### config.mk
export PLATFORM = sky130hd
export DESIGN_NAME = vff_ctrl
export DESIGN_NICKNAME = d
export VERILOG_FILES = /design/src/rtl/vff_pkg.sv /design/src/rtl/vff_ctrl.sv
export SDC_FILE = /design/constraint.sdc
export NUM_CORES = 1
export LEC_CHECK = 0
export BUFFER_PORTS_ARGS = -buffer_cell sky130_fd_sc_hd__clkbuf_2
export CORE_UTILIZATION = 35
export DETAILED_ROUTE_END_ITERATION = 10
export PLACE_DENSITY = 0.63
export SLEW_MARGIN = 20
export SYNTH_ARGS = -nofsm -noshare
export SYNTH_HDL_FRONTEND = slang
export SYNTH_SLANG_ARGS = --single-unit
### constraint.sdc
create_clock -name clk_i -period 4.3 [get_ports clk_i]
set_clock_uncertainty 0.1 [all_clocks]
set_input_delay 0.645 -clock clk_i [delete_from_list [all_inputs] [get_ports clk_i]]
set_output_delay 0.645 -clock clk_i [all_outputs]
set_load 0.01 [all_outputs]
### src/rtl/vff_pkg.sv
package vff_pkg;

  localparam int XBits = 6;
  localparam int YBits = 6;
  localparam int ZBits = 6;
  localparam int CellBits = XBits + YBits + ZBits;
  localparam int Cells = 1 << CellBits;
  localparam int SampleBits = 16;
  localparam int CountBits = CellBits + 1;
  localparam int CfgIdxBits = 3;

  typedef logic [1:0] req_e_t;
  localparam req_e_t ReqWrite  = 2'd0;
  localparam req_e_t ReqRead   = 2'd1;
  localparam req_e_t ReqRun    = 2'd2;
  localparam req_e_t ReqUnused = 2'd3;

  localparam logic [CfgIdxBits-1:0] CfgLow   = 3'd0;
  localparam logic [CfgIdxBits-1:0] CfgHigh  = 3'd1;
  localparam logic [CfgIdxBits-1:0] CfgFill  = 3'd2;
  localparam logic [CfgIdxBits-1:0] CfgSeedX = 3'd3;
  localparam logic [CfgIdxBits-1:0] CfgSeedY = 3'd4;
  localparam logic [CfgIdxBits-1:0] CfgSeedZ = 3'd5;

  typedef enum logic [3:0] {
    StIdle,
    StReadWait,
    StClear,
    StSeed,
    StPop,
    StPopWait,
    StNbrIssue,
    StNbrWait,
    StNbrCheck,
    StResp
  } state_e;

  typedef struct packed {
    logic       do_write;
    logic       clr_start;
    logic       clr_step;
    logic       seed_mark;
    logic       pop;
    logic       pop_capture;
    logic       nbr_issue;
    logic       nbr_enter;
    logic       nbr_next;
    logic       resp_read;
    logic       resp_run;
  } cmd_t;

  typedef struct packed {
    logic       clr_done;
    logic       q_empty;
    logic       nbr_valid;
    logic       nbr_last;
    logic       nbr_ok;
    logic       seed_ok;
  } sts_t;

endpackage

### src/rtl/vff_ctrl.sv
module vff_ctrl
  import vff_pkg::*;
(
  input  logic   clk_i,
  input  logic   rst_ni,
  input  logic   in_valid_i,
  input  req_e_t in_type_i,
  input  logic   out_busy_i,
  input  sts_t   sts_i,
  output logic   in_ready_o,
  output cmd_t   cmd_o
);
  state_e state_q, state_d;

  always_comb begin
    state_d = state_q;
    case (state_q)
      StIdle: begin
        if (in_valid_i && !out_busy_i) begin
          case (in_type_i)
            ReqRead: state_d = StReadWait;
            ReqRun:  state_d = StClear;
            default: state_d = StIdle;
          endcase
        end
      end
      StReadWait: state_d = StIdle;
      StClear:    if (sts_i.clr_done) state_d = StSeed;
      StSeed:     state_d = sts_i.seed_ok ? StPop : StResp;
      StPop:      state_d = sts_i.q_empty ? StResp : StPopWait;
      StPopWait:  state_d = StNbrIssue;
      StNbrIssue: begin
        if (!sts_i.nbr_valid) begin
          state_d = sts_i.nbr_last ? StPop : StNbrIssue;
        end else begin
          state_d = StNbrWait;
        end
      end
      StNbrWait:  state_d = StNbrCheck;
      StNbrCheck: state_d = sts_i.nbr_last ? StPop : StNbrIssue;
      StResp:     state_d = StIdle;
      default:    state_d = StIdle;
    endcase
  end

  always_comb begin
    cmd_o = '0;
    in_ready_o = 1'b0;
    case (state_q)
      StIdle: begin
        in_ready_o = !out_busy_i;
        if (in_valid_i && !out_busy_i) begin
          cmd_o.do_write = (in_type_i == ReqWrite);
          cmd_o.clr_start = (in_type_i == ReqRun);
        end
      end
      StClear:    cmd_o.clr_step = 1'b1;
      StSeed:     cmd_o.seed_mark = 1'b1;
      StPop:      cmd_o.pop = !sts_i.q_empty;
      StPopWait:  cmd_o.pop_capture = 1'b1;
      StNbrIssue: begin
        cmd_o.nbr_issue = sts_i.nbr_valid;
        cmd_o.nbr_next = !sts_i.nbr_valid;
      end
      StNbrWait:  cmd_o.nbr_issue = 1'b1;
      StNbrCheck: begin
        cmd_o.nbr_enter = sts_i.nbr_ok;
        cmd_o.nbr_next = 1'b1;
      end
      StResp:     cmd_o.resp_run = 1'b1;
      StReadWait: cmd_o.resp_read = 1'b1;
      default:    cmd_o = '0;
    endcase
  end

  always_ff @(posedge clk_i or negedge rst_ni) begin
    if (!rst_ni) begin
      state_q <= StIdle;
    end else begin
      state_q <= state_d;
    end
  end
endmodule

-- Word level (Yosys, flattened, before mapping)
Cells that the tools add are included.
- flip-flop bits (word level): 4
- input port bits: 12
- logic and storage cells: 41
- equality and inequality tests: 13
- multiplexer cells: 20
- reduce and logical (&&, ||, !) cells: 7
- operators by type and width (kind ; number):
    case mux 4 bit (8 select lines) ; 1
    == test 4 x 3 -> 1 bit (second input constant) ; 4
    two-way mux 4 bit ; 4
    == test 4 x 2 -> 1 bit (second input constant) ; 2
    == test 4 bit (second input constant) ; 2
    two-way mux 1 bit ; 8
    two-way mux 2 bit ; 4
    == test 4 x 1 -> 1 bit (second input constant) ; 1
    logical NOT 4 bit ; 1
    inequality test 2 bit (second input constant) ; 2
    case mux 1 bit (2 select lines) ; 2
    case mux 2 bit (2 select lines) ; 1
    logical NOT 1 bit ; 3
    == test 2 x 1 -> 1 bit (second input constant) ; 1
    == test 2 bit (second input constant) ; 1
    logical NOT 2 bit ; 1
    AND reduction 2 bit ; 1
    logical AND 1 bit ; 1

-- Logic depth before layout (Yosys ltp)
Gate-level depths: netlist of run 1.
- depth in word-level cells: 4
- depth in mapped cells: 6
- gate-level depth less buffers: 4

-- Worst setup path before layout of run 1
No wires, ideal clock.
- path kind: register -> output
- start: register state_q[3]
- end: output port cmd_o[9] (netlist name)
- arrival time: 1389 ps
- slack: 2166 ps
- cell stages (with the launch flop): 4
- path buffers: 1
- path through: dfrtp_1 > buf_6 > or4_4 > nor4b_2
- RTL lines (element ; RTL line ; RTL):
    from (decl) ; vff_ctrl.sv:13 ; state_e state_q, state_d;
    from (signal assigned) ; vff_ctrl.sv:78 ; state_q <= StIdle;
    from (signal assigned) ; vff_ctrl.sv:80 ; state_q <= state_d;
    to (decl) ; vff_ctrl.sv:11 ; output cmd_t cmd_o

==> PnR_summary.wiki, run 1 <==
{| class="wikitable"
! Metric !! Value
|-
| Routed wire length || 1.03 mm
|-
| Post-CTS sizing || 0
|-
| Y dimension of the die || 38.9 um
|-
| Crit path cell chain || or4_4, nor4b_2, clkbuf_2
|-
| # diodes || 0
|-
| Highest Signal Layer || met3
|-
| Setup WS post-layout || 1.71 ns
|-
| Synthesis Warnings || 0
|-
| Largest Register || state_q
|-
| Largest register FFs || 4
|-
| Highest cell delay on the worst timing path || 0.64 ns
|-
| Row Count || 12
|-
| Aggregate negative setup slack || 0 ns
|-
| Endpoint kind of the worst setup timing path || output port
|-
| GRT Util Overall || 0.165
|-
| TritonCTS clock tree || done
|-
| CTS Hold Bufs || 0
|-
| WL per Instance || 10.8 um
|-
| Critical path startpoint || state_q[3]
|-
| Fraction of final layout cells with drive strength greater than 1 || 0.395
|-
| Async set-reset flop share out of synthesis || 1.00
|-
| Number of clock sinks || 4
|-
| Later-pin clock latency in the skew report || 0.24 ns
|-
| Total area of multi-input combinational cells || 325 sq um
|-
| Number of buffers created by CTS || 3
|-
| Port-buffer cells || 23
|-
| Syn Inst Count || 61
|-
| Amount of wire on met2 after detailed routing || 475 um
|-
| Synthesized area || 475 sq um
|-
| Top cells by area, synth || sky130_fd_sc_hd__dfrtp_1 21%, sky130_fd_sc_hd__nor2_1 9.5%, sky130_fd_sc_hd__a21oi_1 6.3%, sky130_fd_sc_hd__buf_6 4.7%, sky130_fd_sc_hd__nor3_1 4.2%
|-
| Largest registers || state_q (4)
|-
| Largest area contributor in the synthesized netlist || sky130_fd_sc_hd__dfrtp_1
|-
| Critical Path Start Type || register
|-
| Worst Path Buf+Inv || 1
|-
| Width of the die || 38.9 um
|-
| Status || completed
|-
| Number of vias after detailed routing || 504
|-
| Vias per cell || 5.31
|-
| Worst setup path category || reg -> out
|-
| Largest buffer count on any clock path || 2
|-
| Hold Path Class || in -> async
|-
| Initial standard-cell utilization of the core || 0.401
|-
| DRT iter0 DRCs || 7
|-
| Proportion of netlist area held by the largest area contributor || 0.211
|-
| Routed length on met1 || 481 um
|-
| CP delay by family, top || simple AND/OR/NAND/NOR gates
|-
| Nets@finish || 95
|-
| Count of TritonRoute iterations in the first routing pass || 4
|-
| Slew at the pin with the worst max-slew slack || 0.513 ns
|-
| Final setup fails || 0
|-
| Sequential share of the synthesized area || 0.211
|-
| Layout area overhead || 23.7%
|-
| Sequential cell area || 100 sq um
|-
| Max-cap check violation count || 0
|-
| Portion of the clock cycle consumed by the worst path in the final layout || 0.603
|-
| Number of global-route vias before repair || 402
|-
| Routability-driven placement congestion ratio || 0.707
|-
| Number of nets produced by synthesis || 73
|-
| Final worst path period need || 2.59 ns
|-
| Power density cells || 577 nW/um^2
|-
| H-tree levels || 1
|-
| Initial antenna violation count || 0
|-
| Req. time, crit path || 3.56 ns
|-
| Number of slew-limit violations in the final report || 0
|-
| Data arrival time of the critical path || 1.85 ns
|-
| Clock tree root driver cell || sky130_fd_sc_hd__clkbuf_4
|-
| HPWL reported at the end of detailed placement || 756 um
|-
| Reg-to-reg critical path startpoint || state_q[3]
|-
| Maximum fanout along the worst path || 19
|-
| Global route overflow || 0
|-
| F_max || 385 MHz
|-
| Area enclosed by the die boundary || 1510 sq um
|-
| Slew margin rel. || 0.658
|-
| Detailed-routed wire length on met3 || 69 um
|-
| Hold violation count in the final report || 0
|-
| Antenna violation net count after detailed routing || 0
|-
| Slowest library cell on the worst path || sky130_fd_sc_hd__or4_4
|-
| Most instantiated flip-flop cell in the synthesis netlist || sky130_fd_sc_hd__dfrtp_1
|-
| Post-synth cell types || 33
|-
| P_leak || 0.000277 uW
|-
| Maximum number of pins on one net before global-route repair || 20
|-
| Flip-flop and latch count after synthesis || 4
|-
| Mean Syn Cell Area || 7.79 sq um
|-
| Clock edge transition at the registers on the reported setup and hold paths || 0.04 ns
|-
| Worst slack at placement || 1.96 ns
|-
| DRC errors left || 0
|-
| Fill cell instance count of the final layout || 120
|-
| Maximum ir drop on the vdd rail || 0.279 mV
|-
| Wire length of the first global-routing pass || 1.72 mm
|-
| Area of the core || 1190 sq um
|-
| IO Pins || 24
|-
| Setup repair after global routing missed its margin || false
|-
| Number of setup buffers added after CTS || 0
|-
| Number of enable-type register cells in the synthesized netlist || 0
|}
==> path summary, 6_finish.rpt <==
kind                            slack [ns]  depth (start not counted)    endpoint
min in group clk_i                    0.64                          3  state_q[0]
worst min-delay path                  0.10                          1  state_q[2]
max in group asynchronous             3.87                          1  state_q[0]
worst min register to register        0.66                          1  state_q[3]
worst max-delay path                  1.71                          3    cmd_o[9]
worst max register to register        2.65                          3  state_q[1]
==> stage by stage <==
step	util	area, sq um	hold WS, ns	instances	power [uW]
detailed placement	0.477	566	0.354	92	295
floorplan	-	475	0.249	61	265
global route	0.496	588	0.101	95	374
CTS	0.496	588	0.101	95	345
finish	0.496	588	0.105	95	339
global placement	0.477	566	0.353	92	295
==> cell usage in the layout, fill, tap and decap left out, drive strengths merged <==
cell and instances:
a21bo 1, a21oi 7, a221o 1, a2bb2oi 1
a311o 1, a32oi 1, and4b 1, clkbuf 26
clkinv 1, dfrtp 4, inv 1, nand2 1
nand2b 3, nand3b 1, nor2 12, nor2b 1
nor3 4, nor3b 2, nor4 3, nor4b 2
o21ai 1, o22ai 1, or2 1, or3 1
or3b 1, or4 1, or4b 1
==> area by class of cell <==
class	count	share of cell area
Clock buffer	3	0.0383
Inverter	2	0.0128
Multi-Input combinational cell	49	0.553
Sequential cell	4	0.170
Tap cell	14	0.0298
Timing Repair Buffer	23	0.196
==> cell families after synthesis <==
kind of cell	count (synthesis)	share of synthesized area
and+or+nand+nor	35	0.466
AOI/OAI and AO/OA	14	0.218
buffers and inverters	8	0.105
DFF	4	0.211
==> worst reg2reg max path, cell delays in order, from the launching register on <==
cell and delay (ns):
sky130_fd_sc_hd__dfrtp_1 0.64, sky130_fd_sc_hd__or4b_4 0.53, sky130_fd_sc_hd__a21oi_2 0.16, sky130_fd_sc_hd__a2bb2oi_2 0.14
==> cells in the mapped netlist, drive strengths merged, types with 2 or more instances <==
library cell	number
dfrtp	4
nor4b	2
buf	4
nor3	4
nor4	3
a21oi	7
nor3b	2
nand2b	3
nor2	12
clkbuf	2
==> layer usage <==
| metal | up-vias | track usage |
|---|---|---|
| met5 | - | 0 |
| met2 | 22 | 0.250 |
| li1 | 264 | - |
| met1 | 218 | 0.220 |
| met3 | 0 | 0.0520 |
| met4 | 0 | 0.0517 |
==> where the power goes <==
group          total [uW]  switching, uW  leakage, uW  internal (uW)
Clock                46.6           15.4    0.0000138           31.2
Combinational         189           90.9     0.000208           98.2
Sequential            104           53.1    0.0000545           50.6
Total                 339            159     0.000277            180
Note: power is estimated with default switching activity, not from simulation.
==> inputs of run 2 (changes only) <==
ABC_AREA = 1   (was unset)
CORE_AREA = 2 2 39 41   (was unset)
CORE_UTILIZATION = unset   (was 35)
DIE_AREA = 0 0 41 43   (was unset)
PLACE_DENSITY = 0.6   (was 0.63)
clock period = 2.3 ns   (was 4.3 ns; I/O delays follow)
==> run 2 against run 1 <==
Power grew 45%; combinational power grew 50%; first-iteration DRC count grew 29%; die area grew 17%; sequential share of layout area grew 0.80 points; global-route usage shrank 2.9 points; routed wire length shrank 1.9%; synthesized cell count grew 9.8%; non-clock buffer count grew 1; sequential cell count is the same; via count grew 1.4%; synthesized area shrank 17%.
==> PnR_summary.wiki, run 2 <==
{| class="wikitable"
! Metric !! Value
|-
| Port-buffer cells || 23
|-
| Slowest library cell on the worst path || sky130_fd_sc_hd__dfrtp_1
|-
| Final worst path period need || 1.85 ns
|-
| DRT iter0 DRCs || 9
|-
| TritonCTS clock tree || done
|-
| Top cells by area, synth || sky130_fd_sc_hd__dfrtp_1 25%, sky130_fd_sc_hd__inv_1 13%, sky130_fd_sc_hd__nand2_1 11%, sky130_fd_sc_hd__nor2_1 10%, sky130_fd_sc_hd__nand3_1 10%
|-
| Sequential share of the synthesized area || 0.254
|-
| Wire length of the first global-routing pass || 1.64 mm
|-
| DRC errors left || 0
|-
| Routability-driven placement congestion ratio || 0.801
|-
| Post-synth cell types || 18
|-
| Maximum fanout along the worst path || 7
|-
| Share of the core filled with cells in the final layout || 0.406
|-
| Critical Path Start Type || register
|-
| Number of nets produced by synthesis || 79
|-
| Largest area contributor in the synthesized netlist || sky130_fd_sc_hd__dfrtp_1
|-
| Highest-count cells in the layout ignoring fill and taps || 23 x sky130_fd_sc_hd__clkbuf_2, 14 x sky130_fd_sc_hd__inv_1, 12 x sky130_fd_sc_hd__nand2_1
|-
| Post-CTS sizing || 0
|-
| Hold Path Class || in -> reg
|-
| Req. time, crit path || 1.86 ns
|-
| Initial antenna violation count || 0
|-
| H-tree levels || 1
|-
| Status || completed
|-
| Number of enable-type register cells in the synthesized netlist || 0
|-
| Highest cell delay on the worst timing path || 0.42 ns
|-
| Maximum number of pins on one net before global-route repair || 8
|-
| Number of vias after detailed routing || 511
|-
| Largest register FFs || 4
|-
| Syn Inst Count || 67
|-
| WL per Instance || 9.16 um
|-
| Crit path cell chain || nor2_2, nand2_2, nor4_1, clkbuf_2
|-
| Most repeated cell in the gate-level netlist after synthesis || sky130_fd_sc_hd__inv_1
|-
| Hold violation count in the final report || 0
|-
| Worst setup path category || reg -> out
|-
| Amount of wire on met2 after detailed routing || 498 um
|-
| Antenna violation net count after detailed routing || 0
|-
| Clock tree root driver cell || sky130_fd_sc_hd__clkbuf_4
|-
| Count of TritonRoute iterations in the first routing pass || 4
|-
| P_leak || 0.000353 uW
|-
| Global route overflow || 0
|-
| Largest registers || state_q (4)
|-
| Later-pin clock latency in the skew report || 0.23 ns
|-
| Row Count || 14
|-
| Nets@finish || 108
|-
| Vias per cell || 4.65
|-
| Final setup fails || 0
|-
| Routed length on met1 || 429 um
|-
| Mean Syn Cell Area || 5.88 sq um
|-
| Slew at the pin with the worst max-slew slack || 0.291 ns
|-
| Initial standard-cell utilization of the core || 0.285
|-
| Largest buffer count on any clock path || 2
|-
| Synthesized area || 394 sq um
|-
| Maximum ir drop on the vdd rail || 0.312 mV
|-
| Number of setup buffers added after CTS || 0
|-
| Layout area overhead || 42.5%
|-
| Most instantiated flip-flop cell in the synthesis netlist || sky130_fd_sc_hd__dfrtp_1
|-
| Width of the die || 41 um
|-
| Number of global-route vias before repair || 451
|-
| Number of buffers created by CTS || 3
|-
| IO Pins || 24
|-
| Async set-reset flop share out of synthesis || 1.00
|-
| Area of the core || 1380 sq um
|-
| HPWL reported at the end of detailed placement || 847 um
|-
| Setup repair after global routing missed its margin || false
|-
| # diodes || 0
|-
| Number of clock sinks || 4
|-
| Commonest non-fill, non-tap cell in the layout || sky130_fd_sc_hd__clkbuf_2
|-
| CTS Hold Bufs || 1
|-
| Data arrival time of the critical path || 1.40 ns
|-
| GRT Util Overall || 0.136
|-
| Portion of the clock cycle consumed by the worst path in the final layout || 0.802
|-
| Largest Register || state_q
|-
| Flip-flop and latch count after synthesis || 4
|-
| F_max || 542 MHz
|-
| Highest Signal Layer || met3
|-
| Power density cells || 878 nW/um^2
|-
| Y dimension of the die || 43 um
|-
| Synthesis Warnings || 0
|-
| Area enclosed by the die boundary || 1760 sq um
|-
| Max-cap check violation count || 0
|-
| Clock edge transition at the registers on the reported setup and hold paths || 0.04 ns
|-
| Proportion of netlist area held by the largest area contributor || 0.254
|-
| Detailed-routed wire length on met3 || 81 um
|-
| Endpoint kind of the worst setup timing path || output port
|-
| Routed wire length || 1.01 mm
|-
| Slew margin rel. || 0.806
|-
| Fraction of final layout cells with drive strength greater than 1 || 0.362
|-
| Synth cell count leaders || 14 x sky130_fd_sc_hd__inv_1, 12 x sky130_fd_sc_hd__nand2_1, 11 x sky130_fd_sc_hd__nor2_1
|-
| Aggregate negative setup slack || 0 ns
|-
| Number of slew-limit violations in the final report || 0
|}
[run 2: changes by cell type after synthesis, sizes merged, moves of 2 or more]
cell,previous run,this run
inv,1,15
nand2,1,14
nand3,0,8
a21oi,7,1
buf,4,0
nand2b,3,0
nor2,12,15
clkbuf,2,0
nand4,0,2
nor3,4,2
nor3b,2,0
nor4,3,1
nor4b,2,0
o21ai,1,3
[run 2: area by class of cell]
cell class	count	area (sq um)
flip-flops and latches	4	100
repair buffers	24	125
inverters	15	56.3
multi-input cells	48	238
clock buffers	3	22.5
well taps	16	20.0
fillers	160	822
[run 2: worst max-delay path: cells and delay by family, from the launching register on]
kind / cells / cell delay (ns)
buffers and inverters: 1 / 0.17
flip-flops: 1 / 0.42
AND/OR/NAND/NOR: 3 / 0.57
[run 2: logic make-up after synthesis]
| kind of cell | Yosys count | synth area share |
|---|---|---|
| buffers and inverters | 15 | 0.143 |
| AOI/OAI and AO/OA | 5 | 0.0698 |
| and+or+nand+nor | 43 | 0.533 |
| DFF | 4 | 0.254 |
[run 2: stage by stage]
step	power [uW]	hold slack, ns	worst slack (ns)	cell area [sq um]	std cells
6_report	493	0.267	0.455	562	110
5_1_grt	544	0.268	0.319	562	110
4_1_cts	499	0.264	0.425	562	110
3_5_place_dp	408	0.0554	0.683	529	106
3_3_place_gp	406	0.0552	0.737	529	106
2_1_floorplan	323	-0.0506	0.764	394	67
[run 2: worst paths after layout]
path | from | to | slack (ns) | cells past startpoint
max | state_q[3] | cmd_o[10] | 0.45 | 4
min | sts_i[0] | state_q[2] | 0.27 | 3
max reg2reg | state_q[3] | state_q[1] | 0.96 | 5
min reg2reg | state_q[3] | state_q[3] | 0.59 | 3
max in group asynchronous | rst_ni | state_q[0] | 1.63 | 2
min in group asynchronous | rst_ni | state_q[2] | 0.35 | 2
[run 2: layer usage]
| metal | up-vias | GRT usage |
|---|---|---|
| li1 | 264 | - |
| met1 | 224 | 0.137 |
| met2 | 23 | 0.234 |
| met3 | 0 | 0.0628 |
| met4 | 0 | 0.0400 |
| met5 | - | 0 |
[run 2: where the power goes]
part / internal [uW] / switching, uW / leakage, uW
clock network: 58.3 / 27.8 / 0.0000138
logic: 102 / 181 / 0.000286
registers: 92.9 / 30.8 / 0.0000534
total: 253 / 240 / 0.000353
==> inputs of run 3 (changes only) <==
ABC_AREA = 0   (was 1)
CORE_AREA = unset   (was 2 2 39 41)
CORE_UTILIZATION = 35   (was unset)
DIE_AREA = unset   (was 0 0 41 43)
PLACE_DENSITY = 0.63   (was 0.6)
clock period = 1.92 ns   (was 2.3 ns; I/O delays follow)
==> run 3 against run 2 <==
The flow now finishes with violations (setup timing); register-to-register slack got worse by 0.64 ns; combinational power increased by 110%; final cell count down 9.1%; highest routed layer unchanged.
==> PnR_summary.wiki, run 3 (synthesis gave the netlist of run 1 again) <==
{| class="wikitable"
! Metric !! Value
|-
| Status || finished with violations
|-
| Violated checks || setup timing
|-
| Hold violation count in the final report || 0
|-
| F_max || 504 MHz
|-
| Area of the core || 1190 sq um
|-
| Largest Register || state_q
|-
| Maximum fanout along the worst path || 4
|-
| Routed wire length || 1.17 mm
|-
| Final worst path period need || 1.98 ns
|-
| Initial antenna violation count || 0
|-
| Slew at the pin with the worst max-slew slack || 0.237 ns
|-
| DRC errors left || 0
|-
| Row Count || 12
|-
| Total power draw || 847 uW
|-
| Sequential share of power || 0.156
|-
| Slew margin rel. || 0.840
|-
| Internal Power || 449 uW
|-
| Wire length of the first global-routing pass || 1.83 mm
|-
| Largest registers || state_q (4)
|-
| # diodes || 0
|-
| Vias per cell || 5.12
|-
| Width of the die || 38.9 um
|-
| Highest cell delay on the worst timing path || 0.57 ns
|-
| P_leak || 0.000309 uW
|-
| Largest buffer count on any clock path || 2
|-
| Critical Path Start Type || register
|-
| Data arrival time of the critical path || 1.60 ns
|-
| Y dimension of the die || 38.9 um
|-
| Portion of the clock cycle consumed by the worst path in the final layout || 1.03
|-
| Nets@finish || 100
|-
| Largest register FFs || 4
|-
| Worst slack at placement || 0.182 ns
|-
| Crit path cell chain || or4_4, nor4b_4, buf_2
|-
| GRT Util Overall || 0.182
|-
| DRT iter0 DRCs || 14
|-
| Max-cap check violation count || 0
|-
| Instance area after placement || 596 sq um
|-
| Clock tree root driver cell || sky130_fd_sc_hd__clkbuf_4
|-
| Endpoint kind of the worst setup timing path || output port
|-
| Setup repair after global routing missed its margin || true
|-
| Comb pwr share || 0.717
|-
| Routability-driven placement congestion ratio || 0.748
|-
| Number of clock sinks || 4
|-
| Antenna violation net count after detailed routing || 0
|-
| Post-route design area || 637 sq um
|-
| HPWL reported at the end of detailed placement || 839 um
|-
| Count of TritonRoute iterations in the first routing pass || 4
|-
| Number of slew-limit violations in the final report || 0
|-
| Commonest non-fill, non-tap cell in the layout || sky130_fd_sc_hd__clkbuf_2
|-
| Highest-count cells in the layout ignoring fill and taps || 21 x sky130_fd_sc_hd__clkbuf_2, 12 x sky130_fd_sc_hd__nor2_1, 6 x sky130_fd_sc_hd__a21oi_1
|-
| Initial standard-cell utilization of the core || 0.401
|-
| Slowest library cell on the worst path || sky130_fd_sc_hd__or4_4
|-
| WL per Instance || 11.7 um
|-
| H-tree levels || 1
|-
| Clock edge transition at the registers on the reported setup and hold paths || 0.04 ns
|-
| Switching part of the total power || 0.470
|-
| Number of setup buffers added after CTS || 0
|-
| Net switching power || 398 uW
|-
| Number of vias after detailed routing || 512
|-
| Power density cells || 1330 nW/um^2
|-
| Worst setup path category || reg -> out
|-
| Setup WS post-layout || -0.0631 ns
|-
| Hold Path Class || in -> reg
|-
| Global route overflow || 0
|-
| Maximum number of pins on one net before global-route repair || 19
|-
| Number of global-route vias before repair || 418
|-
| Maximum ir drop on the vdd rail || 0.837 mV
|-
| Port-buffer cells || 23
|-
| Area enclosed by the die boundary || 1510 sq um
|-
| TritonCTS clock tree || done
|-
| IO Pins || 24
|-
| Aggregate negative setup slack || -0.105 ns
|-
| Final setup fails || 2
|-
| Number of buffers created by CTS || 3
|-
| Later-pin clock latency in the skew report || 0.24 ns
|-
| Fraction of final layout cells with drive strength greater than 1 || 0.419
|-
| Fraction of power consumed by the clock network || 0.127
|-
| Req. time, crit path || 1.53 ns
|-
| Layout area overhead || 33.9%
|}
-- run 3: cell count changes in the layout (fill, tap and decap cells not counted), moves of 4 or more --
cell and change:
sky130_fd_sc_hd__buf_4 +4, sky130_fd_sc_hd__a21oi_1 +5, sky130_fd_sc_hd__nand3_1 -8, sky130_fd_sc_hd__nand2_1 -11
sky130_fd_sc_hd__inv_1 -13
-- run 3: per-layer routing --
metal,part of all wire,track usage,vias up
li1,-,-,277
met1,0.54,0.260,216
met2,0.41,0.246,19
met3,0.050,0.0694,0
met4,0,0.0517,0
met5,0,0,-
-- run 3: repair_timing --
action                                 in CTS  in global routing
pin swaps                                   1                  0
gates resized for setup                     0                  3
hold buffers                                1                  0
endpoints found under the hold margin       4                  0
setup endpoints to repair                   2                  2
-- run 3: worst paths after layout --
kind / to / slack, ns / cells past startpoint / startpoint
setup / recovery: cmd_o[9] / -0.06 / 3 / state_q[1]
hold / removal: state_q[2] / 0.28 / 3 / sts_i[4]
setup reg to reg: state_q[1] / 0.32 / 4 / state_q[2]
hold reg to reg: state_q[3] / 0.56 / 2 / state_q[3]
max in group asynchronous: state_q[0] / 1.28 / 2 / rst_ni
min in group asynchronous: state_q[1] / 0.30 / 2 / rst_ni
-- run 3: critical path, delay by kind of cell, from the launching register on --
kind / cells / cell delay [ns]
buffers and inverters: 1 / 0.16
flip-flops: 1 / 0.38
AND/OR/NAND/NOR: 2 / 0.82
-- run 3: final cells by class --
| class | instances | area (sq um) |
|---|---|---|
| fillers | 122 | 549 |
| multi-input cells | 49 | 334 |
| repair buffers | 28 | 155 |
| flip-flops and latches | 4 | 100 |
| clock buffers | 3 | 22.5 |
| well taps | 14 | 17.5 |
| inverters | 2 | 7.51 |
-- run 3: metrics by stage --
stage / std cells / util / hold WS, ns
2_1_floorplan: 61 / - / -0.108
3_3_place_gp: 96 / 0.502 / -0.00427
4_1_cts: 100 / 0.530 / 0.285
5_1_grt: 100 / 0.537 / 0.298
3_5_place_dp: 96 / 0.502 / -0.00144
6_report: 100 / 0.537 / 0.283
-- run 3: power groups by stage --
| stage | Clock (uW) | Sequential (uW) | Combinational [uW] |
|---|---|---|---|
| 3_3_place_gp | 0 | 130 | 581 |
| 3_5_place_dp | 0 | 132 | 589 |
| 4_1_cts | 111 | 132 | 591 |
| 6_report | 108 | 132 | 607 |
| 5_1_grt | 118 | 137 | 658 |
| 2_1_floorplan | 0 | 131 | 463 |
